===== src/design/ccs_pkg.sv =====
// Shared constants and types for the chi-square contingency table block.
`timescale 1ns / 1ps

package ccs_pkg;

	localparam int MAX_ROWS = 16;
	localparam int MAX_COLS = 16;
	localparam int RW = (MAX_ROWS > 1) ? $clog2(MAX_ROWS) : 1;
	localparam int CW = (MAX_COLS > 1) ? $clog2(MAX_COLS) : 1;

	// Shared unit widths: dividend/product, divisor, quotient, shifted operand.
	localparam int P_W = 112;
	localparam int D_W = 72;
	localparam int Q_W = 49;
	localparam int M_W = D_W + Q_W - 1;
	localparam int CNT_W = $clog2(Q_W);

	localparam int CFG_IDX_W = 2;
	localparam int CFG_DATA_W = 5;
	localparam logic [CFG_IDX_W-1:0] CFG_NULL = 2'd0;
	localparam logic [CFG_IDX_W-1:0] CFG_ROWS = 2'd1;
	localparam logic [CFG_IDX_W-1:0] CFG_COLS = 2'd2;

	typedef struct packed {
		logic           start;
		logic           is_div;
		logic [P_W-1:0] opa;
		logic [D_W-1:0] opb;
	} mdu_cmd_t;

	typedef struct packed {
		logic           done;
		logic [P_W-1:0] p;
		logic [Q_W-1:0] q;
	} mdu_rsp_t;

endpackage


===== src/design/ccs_muldiv.sv =====
// Iterative shift-add multiplier and restoring divider around one shared adder.
`timescale 1ns / 1ps

module ccs_muldiv (
	input  logic              clk,
	input  logic              arst_n,
	input  ccs_pkg::mdu_cmd_t cmd,
	output ccs_pkg::mdu_rsp_t rsp
);
	import ccs_pkg::*;

	logic             busy_q;
	logic             div_q;
	logic             done_q;
	logic [CNT_W-1:0] cnt_q;
	logic [P_W-1:0]   p_q;
	logic [M_W-1:0]   m_q;
	logic [Q_W-1:0]   b_q;

	logic [M_W-1:0] op2;
	logic [M_W:0]   sum_w;
	logic           ge;

	// In divide mode the adder subtracts, and its carry out says the remainder covers M.
	always_comb begin
		op2 = div_q ? ~m_q : m_q;
		sum_w = {1'b0, (M_W)'(p_q)} + {1'b0, op2} + (M_W+1)'(div_q);
		ge = sum_w[M_W];
	end

	always_ff @(posedge clk or negedge arst_n) begin
		if (!arst_n) begin
			busy_q <= 1'b0;
			div_q <= 1'b0;
			done_q <= 1'b0;
			cnt_q <= '0;
		end else begin
			done_q <= !cmd.start && busy_q && (div_q ? (cnt_q == '0) : (b_q == '0));
			if (cmd.start) begin
				busy_q <= 1'b1;
				div_q <= cmd.is_div;
				cnt_q <= CNT_W'(Q_W - 1);
			end else if (busy_q) begin
				if (div_q) begin
					if (cnt_q == '0) begin
						busy_q <= 1'b0;
					end else begin
						cnt_q <= cnt_q - 1'b1;
					end
				end else if (b_q == '0) begin
					busy_q <= 1'b0;
				end
			end
		end
	end

	always_ff @(posedge clk) begin
		if (cmd.start) begin
			if (cmd.is_div) begin
				p_q <= cmd.opa;
				m_q <= {cmd.opb, (Q_W-1)'(0)};
				b_q <= '0;
			end else begin
				p_q <= '0;
				m_q <= (M_W)'(cmd.opa);
				b_q <= cmd.opb[Q_W-1:0];
			end
		end else if (busy_q) begin
			if (div_q) begin
				if (ge) begin
					p_q <= sum_w[P_W-1:0];
				end
				m_q <= m_q >> 1;
				b_q <= {b_q[Q_W-2:0], ge};
			end else if (b_q != '0) begin
				if (b_q[0]) begin
					p_q <= sum_w[P_W-1:0];
				end
				m_q <= m_q << 1;
				b_q <= b_q >> 1;
			end
		end
	end

	assign rsp.done = done_q;
	assign rsp.p = p_q;
	assign rsp.q = b_q;

endmodule


===== config.mk =====
export PLATFORM = sky130hd
export DESIGN_NAME = ccs_muldiv
export DESIGN_NICKNAME = d
export VERILOG_FILES = /design/src/design/ccs_pkg.sv /design/src/design/ccs_muldiv.sv
export SDC_FILE = /design/constraint.sdc
export NUM_CORES = 1
export LEC_CHECK = 0
export ABC_AREA = 1
export BUFFER_PORTS_ARGS = -buffer_cell sky130_fd_sc_hd__buf_2
export CELL_PAD_IN_SITES_DETAIL_PLACEMENT = 1
export CELL_PAD_IN_SITES_GLOBAL_PLACEMENT = 2
export CORE_ASPECT_RATIO = 0.7
export CORE_MARGIN = 2
export CORE_UTILIZATION = 35
export CTS_CLUSTER_SIZE = 25
export DETAILED_ROUTE_END_ITERATION = 8
export PLACE_DENSITY = 0.94
export SLEW_MARGIN = 20
export SYNTH_ARGS = -nofsm -noshare
export SYNTH_HDL_FRONTEND = slang
export SYNTH_SLANG_ARGS = --single-unit

===== constraint.sdc =====
create_clock -name clk -period 26.8 [get_ports clk]
set_clock_uncertainty 0.05 [all_clocks]
set_input_delay 2.68 -clock clk [delete_from_list [all_inputs] [get_ports clk]]
set_output_delay 2.68 -clock clk [all_outputs]
set_load 0.01 [all_outputs]

==> out/metrics.cfg, run 1 <==
[drt]
ant_nets=0
wl_per_cell_um=23.3
dr.max_layer_used=met5
drc_errors=0
wl_met1_um=59100
num_vias=29100
dr.pass1.iters=6
vias_per_cell=5.30
route.met2.wl_um=49900
drt_iter0_markers=3253
met3_wirelength_um=15800
wl_um=128000

[setup_path]
arrival_ns=6.87
rr_worst_depth=19
cp_data_required_time_ns=26.96
end_kind=register
critPathLaunchType=register
critPathKind=reg -> reg
path_max_fanout=67

[timing]
post-route-period-util_pct=25.0
setup_violations=0
fin_tns_setup_ns=0
slew-limit-headroom_pct=28.0
worst_slew_pin_slew_ns=1.08
finalCriticalPeriod_ns=6.71
rsz0062_at_grt=false
hold_viol=0
slew_violations=0
max_freq_mhz=149

[floorplanning]
start_util_pct=35.5
rows=84
die-area_sq_um=78800
core_area_sq_um=75500
die_y_um=235
die_w_um=335
ios=350

[status]
status=finished, final reports clean

[clocking]
post-cts-setup-buffers=0
cts.clk_slew.worst_paths_ns=0.06
cts_resized=0
root_buffer=clkbuf_16
cts_tree=yes
ctsHtreeMaxLevel=2
cts-buffers-inserted=36
clk_latency_ns=0.61
cts.sinks=290
clockBufferDepth=3
postCtsHoldBufs=0

[yosys]
synth_common_cells=nand2_1 (1473), inv_1 (782), nor2_1 (348)
ys_ff_latch=290
yosysMostFrequentCell=nand2_1
syn-instance-count=4170
synth_top_area_share_pct=31.5
ys_seq_area_share_pct=32.3
avgSynthCellArea_sq_um=6.42
yosysTopAreaCell=edfxtp_1
synth_edf_count=281
ys_top_cells_by_area=edfxtp_1 (32%), nand2_1 (21%), inv_1 (11%), ha_1 (5.4%), o21ai_0 (5.1%)
ys_warn_count=0
synth_cell_types=48
synth_area_sq_um=26800
async_flop_share_pct=3.10
synthesis.nets=4474
synth_ff_type=edfxtp_1

[final_layout]
finalInstanceArea_sq_um=30700
drive_gt1_share_pct=12.9
syn_to_final_growth_pct=14.5
final_nets=4767
instances_no_fill=5481

[worst_hold_path]
whs_path_depth=1
hold_path.class=reg -> reg

[placement]
placed_cell_area_sq_um=29500
gp_congestion=1.03
place_hpwl_um=105000
dp_cells=5414
io_buffers=349

[pwr]
p_leak_nw=16.3
vdd_drop_max_mv=0.0418
power_density_nw_per_um2=106

[grt]
grt_first_pass_wirelength_um=184000
antenna_found_initial=3
grt_max_degree=89
grt_pass1_vias=28500
groute.usage.overall_pct=31.5
gr-total-overflow=0

[job]
cap_violations=0

## worst max-delay path, stage by stage, from the launching register on
cell and delay, ns:
dfrtp_4 0.91, buf_4 0.79, buf_4 0.67, nand2_1 0.12
inv_1 0.10, nor2_1 0.05, ha_1 0.37, nand2_2 0.09
nor2_1 0.44, inv_2 0.12, nor2_2 0.19, nand2_1 0.11
nor2_2 0.14, nand2_1 0.08, nand3_2 0.09, nand3_1 0.10
nand3_1 0.11, nand2_1 0.08, inv_4 0.64, buf_4 0.82
## report_power, final
group,total (mW),switching (mW),internal (mW)
clock,0.508,0.229,0.279
sequential,0.748,0.111,0.637
combinational,2.00,1.45,0.549
total,3.26,1.79,1.46
## per-layer routing
metal	GRT usage (%)	vias up
li1	-	13700
met1	46.2	13900
met2	43.4	1284
met3	11.6	137
met4	7.04	4
met5	1.40	-
## final cells by class
| cell class | count | area [sq um] |
|---|---|---|
| inverter | 804 | 3030 |
| multi-input combinational | 2965 | 14700 |
| clock buffer | 45 | 965 |
| clock inverter | 20 | 199 |
| sequential | 290 | 8670 |
| antenna | 2 | 5.00 |
| tap | 989 | 1240 |
| fill | 10100 | 44800 |
| timing repair buffer | 366 | 1870 |
## sequential cells by signal, indices dropped and copies added, names as in the netlist
signal and count:
busy_q 1, b_q 49, cnt_q 6, div_q 1, m_q 120, p_q 112
done_q 1
## stage by stage
step | hold slack (ns) | setup WS [ns] | util (%) | total power [mW]
5_1_grt | 0.469 | 19.70 | 40.6 | 3.45
2_1_floorplan | 0.407 | 14.66 | - | 1.89
3_3_place_gp | 0.435 | 20.42 | 39.1 | 2.64
3_5_place_dp | 0.445 | 20.26 | 39.1 | 2.68
4_1_cts | 0.451 | 20.23 | 40.6 | 3.19
6_report | 0.442 | 20.09 | 40.6 | 3.26
## layout by cell type (no fill, tap or decap), types with 20 or more instances in the layout
| cell | n |
|---|---|
| buf_2 | 349 |
| a21oi_1 | 132 |
| edfxtp_1 | 281 |
| nor2_2 | 54 |
| o21ai_1 | 23 |
| ha_1 | 115 |
| xor2_1 | 106 |
| a22oi_1 | 99 |
| inv_1 | 780 |
| o21ai_0 | 275 |
| o22ai_1 | 54 |
| nand3_1 | 119 |
| clkbuf_16 | 36 |
| inv_2 | 20 |
| nand2_2 | 36 |
| nor2_1 | 346 |
| nand2_1 | 1472 |
## kinds of logic after synthesis
family	share of synthesized area, %
AOI/OAI and AO/OA	12.9
xor gates and xnor gates	3.66
adders and majority gates	5.45
buffers and inverters	13.0
DFF	32.3
and+or+nand+nor	32.7
## path summary, 6_finish.rpt
| check | start | end | slack (ns) |
|---|---|---|---|
| worst max-delay path | div_q$_DFFE_PN0P_ | p_q[37]$_DFFE_PP_ | 20.09 |
| worst min-delay path | cnt_q[2]$_DFFE_PN0P_ | cnt_q[2]$_DFFE_PN0P_ | 0.44 |
| worst max register to register | div_q$_DFFE_PN0P_ | p_q[37]$_DFFE_PP_ | 20.09 |
| worst min register to register | cnt_q[2]$_DFFE_PN0P_ | cnt_q[2]$_DFFE_PN0P_ | 0.44 |
| max in group asynchronous | arst_n | div_q$_DFFE_PN0P_ | 24.57 |
| min in group asynchronous | arst_n | done_q$_DFF_PN0_ | 1.91 |
Power figures use the tool's default switching activity.
==> run 2, diff against run 1 <==
Settings changed: ABC_AREA 1 to 0, CORE_UTILIZATION 35 to 32, PLACE_DENSITY 0.94 to 0.83.
Clock period 26.8 ns to 5.7 ns, I/O delays scaled along.
==> run 2 against run 1 <==
Power rose to 4.5 times the previous value. Cell area fell by 13%. Register-to-register slack got worse by 20 ns. Setup slack got worse by 20 ns. Core utilization fell by 3.0 points. Routed wire length fell by 31%. Sequential power rose to 4.9 times the previous value. Non-clock buffer count rose by 30. Area after synthesis fell by 14%. Final cell count fell by 31%. Count of clock-buffer cells in the layout rose by 1. Synthesized cell count fell by 39%. Largest cell class unchanged. Highest routed layer unchanged.
==> out/metrics.cfg, run 2 <==
[pwr]
seq_power_share_pct=25.5  ; was 23.0%
swShare_pct=48.5  ; was 55.0%
power_switching_mw=7.03  ; was 1.79 mW
pwr-share-clk_pct=15.4  ; was 15.6%
fin_total_pwr_mw=14.5  ; was 3.26 mW
vdd_drop_max_mv=0.205  ; was 0.0418 mV
p_int_mw=7.46  ; was 1.46 mW
power_density_nw_per_um2=541  ; was 106 nW/um^2
combPwrFrac_pct=59.1  ; was 61.4%
p_leak_nw=10.9  ; was 16.3 nW

[yosys]
synth_cell_types=87  ; was 48
synth_top_area_share_pct=36.8  ; was 31.5%
synth_common_cells=nand2_1 (346), edfxtp_1 (281), o21ai_0 (266)  ; was nand2_1 (1473), inv_1 (782), nor2_1 (348)
avgSynthCellArea_sq_um=9.04  ; was 6.42 sq um
ys_warn_count=0  ; unchanged
yosysTopAreaCell=edfxtp_1  ; unchanged
async_flop_share_pct=3.10  ; unchanged
syn-instance-count=2537  ; was 4170
synthesis.nets=2841  ; was 4474
yosysMostFrequentCell=nand2_1  ; unchanged
ys_seq_area_share_pct=37.8  ; was 32.3%
ys_top_cells_by_area=edfxtp_1 (37%), mux2i_1 (7.2%), ha_1 (6.3%), xor2_1 (6.2%), o21ai_0 (5.8%)  ; was edfxtp_1 (32%), nand2_1 (21%), inv_1 (11%), ha_1 (5.4%), o21ai_0 (5.1%)
ys_ff_latch=290  ; unchanged
synth_ff_type=edfxtp_1  ; unchanged
synth_edf_count=281  ; unchanged
synth_area_sq_um=22900  ; was 26800 sq um

[status]
status=finished, final reports clean  ; unchanged

[final_layout]
final_nets=3104  ; was 4767
largest_register_ffs=120  ; unchanged
largestRegisters=m_q x120, p_q x112, b_q x49  ; unchanged
drive_gt1_share_pct=17.4  ; was 12.9%
top_register=m_q  ; unchanged
syn_to_final_growth_pct=16.9  ; was 14.5%
mostFrequentLayoutCell=buf_2  ; was nand2_1
final_core_util_pct=37.6  ; was 40.6%
layout_common_cells=buf_2 (347), nand2_1 (346), edfxtp_1 (281)  ; was nand2_1 (1472), inv_1 (780), buf_2 (349)

[floorplanning]
rows=82  ; was 84
die_y_um=228  ; was 235 um
start_util_pct=32.2  ; was 35.5%
ios=350  ; unchanged
core_area_sq_um=71300  ; was 75500 sq um
die-area_sq_um=73900  ; was 78800 sq um
die_w_um=324  ; was 335 um

[timing]
hold_viol=0  ; unchanged
post-route-period-util_pct=92.4  ; was 25.0%
rsz0062_at_grt=false  ; unchanged
slew_violations=0  ; unchanged
finalCriticalPeriod_ns=5.27  ; was 6.71 ns
fin_hold_ws_ns=0.235  ; was 0.442 ns
slew-limit-headroom_pct=42.8  ; was 28.0%
max_freq_mhz=190  ; was 149 MHz
setup_violations=0  ; unchanged
worst_slew_pin_slew_ns=0.859  ; was 1.08 ns

[placement]
io_buffers=349  ; unchanged
place_hpwl_um=69400  ; was 105000 um
gp_congestion=0.920  ; was 1.03

[clocking]
cts-buffers-inserted=35  ; was 36
cts.sinks=290  ; unchanged
post-cts-setup-buffers=0  ; unchanged
root_buffer=clkbuf_16  ; unchanged
clk_latency_ns=0.58  ; was 0.61 ns
ctsHtreeMaxLevel=2  ; unchanged
cts.clk_slew.worst_paths_ns=0.07  ; was 0.06 ns
cts_tree=yes  ; unchanged
clockBufferDepth=3  ; unchanged

[job]
cap_violations=0  ; unchanged

[setup_path]
arrival_ns=5.41  ; was 6.87 ns
r2r-start=div_q$_DFFE_PN0P_  ; unchanged
cpPeakStageDelay_ns=0.67  ; was 0.91 ns
cp_data_required_time_ns=5.84  ; was 26.96 ns
startpoint=div_q$_DFFE_PN0P_  ; unchanged
crit_path_frequent_cell=buf_4  ; was nand2_1
reg2reg_slack_ns=0.43  ; was 20.09 ns
cp_cell_sequence=xor2_1, ha_1, nand4_1, or4_1, a31oi_1, nor4_1, o211ai_1, a21oi_1, nor4b_1, a211oi_1, buf_4, a21boi_4, buf_4  ; was buf_4, buf_4, nand2_1, inv_1, nor2_1, ha_1, nand2_2, nor2_1, inv_2, nor2_2, nand2_1, nor2_2, nand2_1, nand3_2, nand3_1, nand3_1, nand2_1, inv_4, buf_4
critPathKind=reg -> reg  ; unchanged
critPathLaunchType=register  ; unchanged
cpMaxStageDelayCell=dfrtp_4  ; unchanged
end_kind=register  ; unchanged
path_max_fanout=44  ; was 67

[drt]
ant_nets=0  ; unchanged
drt_iter0_markers=1586  ; was 3253
drc_errors=0  ; unchanged
dr.pass1.iters=5  ; was 6
wl_um=88500  ; was 128000 um
num_vias=20900  ; was 29100
wl_per_cell_um=23.3  ; about the same
vias_per_cell=5.51  ; was 5.30

[worst_hold_path]
hold_path.class=in -> reg  ; was reg -> reg
holdCritStartpoint=cmd[43]  ; was cnt_q[2]$_DFFE_PN0P_

[grt]
grt_first_pass_wirelength_um=134000  ; was 184000 um
antenna_found_initial=12  ; was 3
gr-total-overflow=0  ; unchanged
grt_max_degree=188  ; was 89
grt_pass1_vias=21300  ; was 28500
groute.usage.overall_pct=23.4  ; was 31.5%

==> run 2: changes by cell type after synthesis, sizes merged, moves of 58 or more <==
cell | previous run | this run
nand2 | 1508 | 348
inv | 803 | 36
nor2 | 409 | 111
mux2i | 0 | 166
nand3 | 136 | 21
a21oi | 133 | 245
a22oi | 99 | 1
a211oi | 0 | 73
nor2b | 0 | 72
nand4 | 11 | 69
==> run 2: cell families after synthesis <==
family / Yosys count / synth area share, %
buffers and inverters: 207 / 3.59
muxes: 167 / 7.31
AOI/OAI and AO/OA: 824 / 22.1
DFF: 290 / 37.8
and+or+nand+nor: 715 / 14.6
xor gates and xnor gates: 218 / 8.32
adders and majority gates: 116 / 6.36
==> run 2: power groups by stage <==
stage	Sequential [mW]	Combinational (mW)	Clock [mW]
floorplan	3.68	5.48	0
global placement	3.73	8.34	0
detailed placement	3.74	8.44	0
CTS	3.71	8.50	2.29
global route	3.77	9.40	2.35
finish	3.70	8.57	2.23
==> run 2: layout make-up <==
class / instances / area, sq um
clock buffers: 46 / 958
clock inverters: 12 / 123
multi-input cells: 2040 / 13500
inverters: 37 / 139
flip-flops and latches: 290 / 8670
diodes: 7 / 17.5
fillers: 8337 / 44500
repair buffers: 396 / 2200
well taps: 966 / 1210
==> run 2: metrics by stage <==
step | setup WS [ns] | TNS (ns) | std cells | area, sq um
floorplan | -1.47 | -164.23 | 2537 | 23000
detailed placement | 0.545 | 0 | 3728 | 25700
CTS | 0.512 | 0 | 3787 | 26800
finish | 0.431 | 0 | 3794 | 26800
global placement | 0.602 | 0 | 3728 | 25700
global route | 0.182 | 0 | 3791 | 26800
==> run 2: worst paths after layout <==
check / end / cells after the start
hold / removal: b_q[43]$_DFFE_PP_ / 3
max in group asynchronous: div_q$_DFFE_PN0P_ / 2
min in group asynchronous: cnt_q[5]$_DFFE_PN0P_ / 2
setup reg to reg: p_q[64]$_DFFE_PP_ / 13
hold reg to reg: cnt_q[4]$_DFFE_PN0P_ / 2
setup / recovery: p_q[64]$_DFFE_PP_ / 13
==> run 2: timing repair <==
| item | in CTS | in global routing |
|---|---|---|
| hold buffers | 1 | 0 |
| hold endpoints to repair | 9 | 0 |
| gates resized for setup | 0 | 0 |
==> run 2: routing by layer <==
metal  vias up  track usage, %  share of wire [%]
li1       9912               -                  -
met1     10400            35.0                 49
met2       527            34.5                 42
met3        84            5.36                7.2
met4        12            4.07                1.5
met5         -               0              0.087
==> run 2: worst max-delay path, delay by kind of cell (launching register included) <==
family / cells / cell delay (ns)
buffers and inverters: 2 / 0.70
AND/OR/NAND/NOR: 4 / 1.44
AO/OA/AOI/OAI: 5 / 1.11
adder cells (fa/ha/maj): 1 / 0.55
XOR/XNOR: 1 / 0.24
flip-flops: 1 / 0.67
==> run 3, diff against run 2 <==
Settings changed: CORE_ASPECT_RATIO 0.7 to 0.5.
==> run 3 against run 2 <==
Maximum frequency decreased by 3.4%. Setup slack got worse by 0.18 ns. Clock power decreased by 4%. Cell area decreased by 0.55%. Combinational power decreased by 2%. Critical path type unchanged.
==> out/metrics.cfg, run 3 (synthesis gave the netlist of run 2 again) <==
[placement]
io_buffers=349  ; unchanged
place_hpwl_um=65700  ; was 69400 um
placed_cell_area_sq_um=25600  ; was 25700 sq um
gp_congestion=0.897  ; was 0.920

[pwr]
vdd_drop_max_mv=0.240  ; was 0.205 mV
power_density_nw_per_um2=532  ; was 541 nW/um^2
p_leak_nw=10.8  ; was 10.9 nW

[setup_path]
cp_data_required_time_ns=5.98  ; was 5.84 ns
reg2reg_slack_ns=0.25  ; was 0.43 ns
rr_worst_depth=14  ; was 13
arrival_ns=5.73  ; was 5.41 ns
startpoint=div_q$_DFFE_PN0P_  ; unchanged
path_max_fanout=50  ; was 44
worstSetupEndpoint=p_q[105]$_DFFE_PP_  ; was p_q[64]$_DFFE_PP_
r2r_end=p_q[105]$_DFFE_PP_  ; was p_q[64]$_DFFE_PP_
end_kind=register  ; unchanged
r2r-start=div_q$_DFFE_PN0P_  ; unchanged
critPathKind=reg -> reg  ; unchanged
critPathLaunchType=register  ; unchanged

[worst_hold_path]
hold_path.class=in -> reg  ; unchanged
whs_path_depth=3  ; unchanged

[final_layout]
top_register=m_q  ; unchanged
drive_gt1_share_pct=17.2  ; was 17.4%
seqCellArea_sq_um=8670  ; unchanged
largestRegisters=m_q x120, p_q x112, b_q x49  ; unchanged
layout_common_cells=buf_2 (347), nand2_1 (346), edfxtp_1 (281)  ; unchanged
mostFrequentLayoutCell=buf_2  ; unchanged
largest_register_ffs=120  ; unchanged
multi_input_area_sq_um=13500  ; about the same
fillCellCount=8361  ; was 8337
finalInstanceArea_sq_um=26700  ; was 26800 sq um
syn_to_final_growth_pct=16.2  ; was 16.9%
final_nets=3093  ; was 3104

[drt]
num_vias=20700  ; was 20900
dr.pass1.iters=7  ; was 5
wl_um=84600  ; was 88500 um
drt_iter0_markers=1413  ; was 1586
vias_per_cell=5.48  ; was 5.51
ant_nets=0  ; unchanged
drc_errors=0  ; unchanged
wl_per_cell_um=22.4  ; was 23.3 um

[floorplanning]
start_util_pct=32.3  ; was 32.2%
ios=350  ; unchanged
rows=69  ; was 82
die_y_um=193  ; was 228 um
core_area_sq_um=71000  ; was 71300 sq um
die-area_sq_um=74000  ; was 73900 sq um
die_w_um=383  ; was 324 um

[clocking]
cts-buffers-inserted=30  ; was 35
cts_tree=yes  ; unchanged
clk_latency_ns=0.62  ; was 0.58 ns
clockBufferDepth=3  ; unchanged
root_buffer=clkbuf_16  ; unchanged
cts.clk_slew.worst_paths_ns=0.07  ; about the same
ctsHtreeMaxLevel=1  ; was 2
cts.sinks=290  ; unchanged

[timing]
rsz0062_at_grt=false  ; unchanged
post-route-period-util_pct=95.6  ; was 92.4%
max_freq_mhz=183  ; was 190 MHz
worst_slew_pin_slew_ns=1.19  ; was 0.859 ns
slew_violations=0  ; unchanged
hold_viol=0  ; unchanged
slew-limit-headroom_pct=20.3  ; was 42.8%
setup_violations=0  ; unchanged
finalCriticalPeriod_ns=5.45  ; was 5.27 ns
fin_hold_ws_ns=0.203  ; was 0.235 ns

[grt]
grt_pass1_vias=21500  ; was 21300
grt_first_pass_wirelength_um=130000  ; was 134000 um
antenna_found_initial=6  ; was 12
grt_max_degree=105  ; was 188
gr-total-overflow=0  ; unchanged
groute.usage.overall_pct=22.0  ; was 23.4%

[job]
cap_violations=0  ; unchanged

[status]
status=finished, final reports clean  ; unchanged

## run 3: how the worst min path moves through the flow
| stage | startpoint | end | slack, ns |
|---|---|---|---|
| 6_report | cmd[68] | m_q[116]$_DFFE_PP_ | 0.20 |
| 5_1_grt | cmd[66] | m_q[114]$_DFFE_PP_ | 0.18 |
| 4_1_cts | cmd[68] | m_q[116]$_DFFE_PP_ | 0.16 |
| 3_5_place_dp | arst_n | cnt_q[0]$_DFFE_PN0P_ | 0.39 |
| 3_3_place_gp | arst_n | done_q$_DFF_PN0_ | 0.38 |
| 2_1_floorplan | arst_n | busy_q$_DFF_PN0_ | 0.22 |
## run 3: layout make-up
cell class,count,share of cell area (%)
diodes,3,0.0282
clock buffers,40,3.07
clock inverters,16,0.671
inverters,37,0.521
multi-input cells,2040,50.6
flip-flops and latches,290,32.5
well taps,958,4.50
repair buffers,390,8.07
## run 3: layer usage
layer / track usage (%) / vias up / wire [um] / share of wire [%]
li1: - / 9888 / - / -
met1: 30.3 / 10300 / 39300 / 47
met2: 36.6 / 369 / 39800 / 47
met3: 3.50 / 92 / 3730 / 4.4
met4: 4.49 / 4 / 1640 / 1.9
met5: 0 / - / 24 / 0.028
## run 3: critical path: stages, from the launching register on
cell      delay, ns
dfrtp_4        0.70
buf_12         0.32
buf_6          0.46
xor2_1         0.14
ha_1           0.41
nand4_1        0.29
nor4_1         0.51
nand4_1        0.43
nor2_1         0.19
o211ai_1       0.30
nand3_1        0.34
a21oi_1        0.25
o31ai_1        0.43
xnor2_1        0.17
o21ai_0        0.08
## run 3: timing repair
item                       4_1_cts  5_1_grt
setup buffers                    0        1
gates resized for setup          0        1
setup endpoints to repair        0        3
hold endpoints to repair         9        0
hold buffers                     1        0
## run 3: power by group
part	total, mW	internal [mW]	switching (mW)
clock network	2.13	1.19	0.940
logic	8.40	3.05	5.35
registers	3.65	3.12	0.525
total	14.2	7.36	6.82
## run 3: stage by stage
stage	power [mW]	setup TNS (ns)	instances	utilization, %	setup slack, ns
final	14.2	0	3774	37.6	0.248
after global routing	15.2	0	3773	37.6	0.0622
after CTS	14.2	0	3770	37.5	0.0205
after detailed placement	12.0	0	3713	36.1	0.0278
after global placement	11.9	0	3713	36.1	0.172
after floorplan	9.16	-164.23	2537	-	-1.47
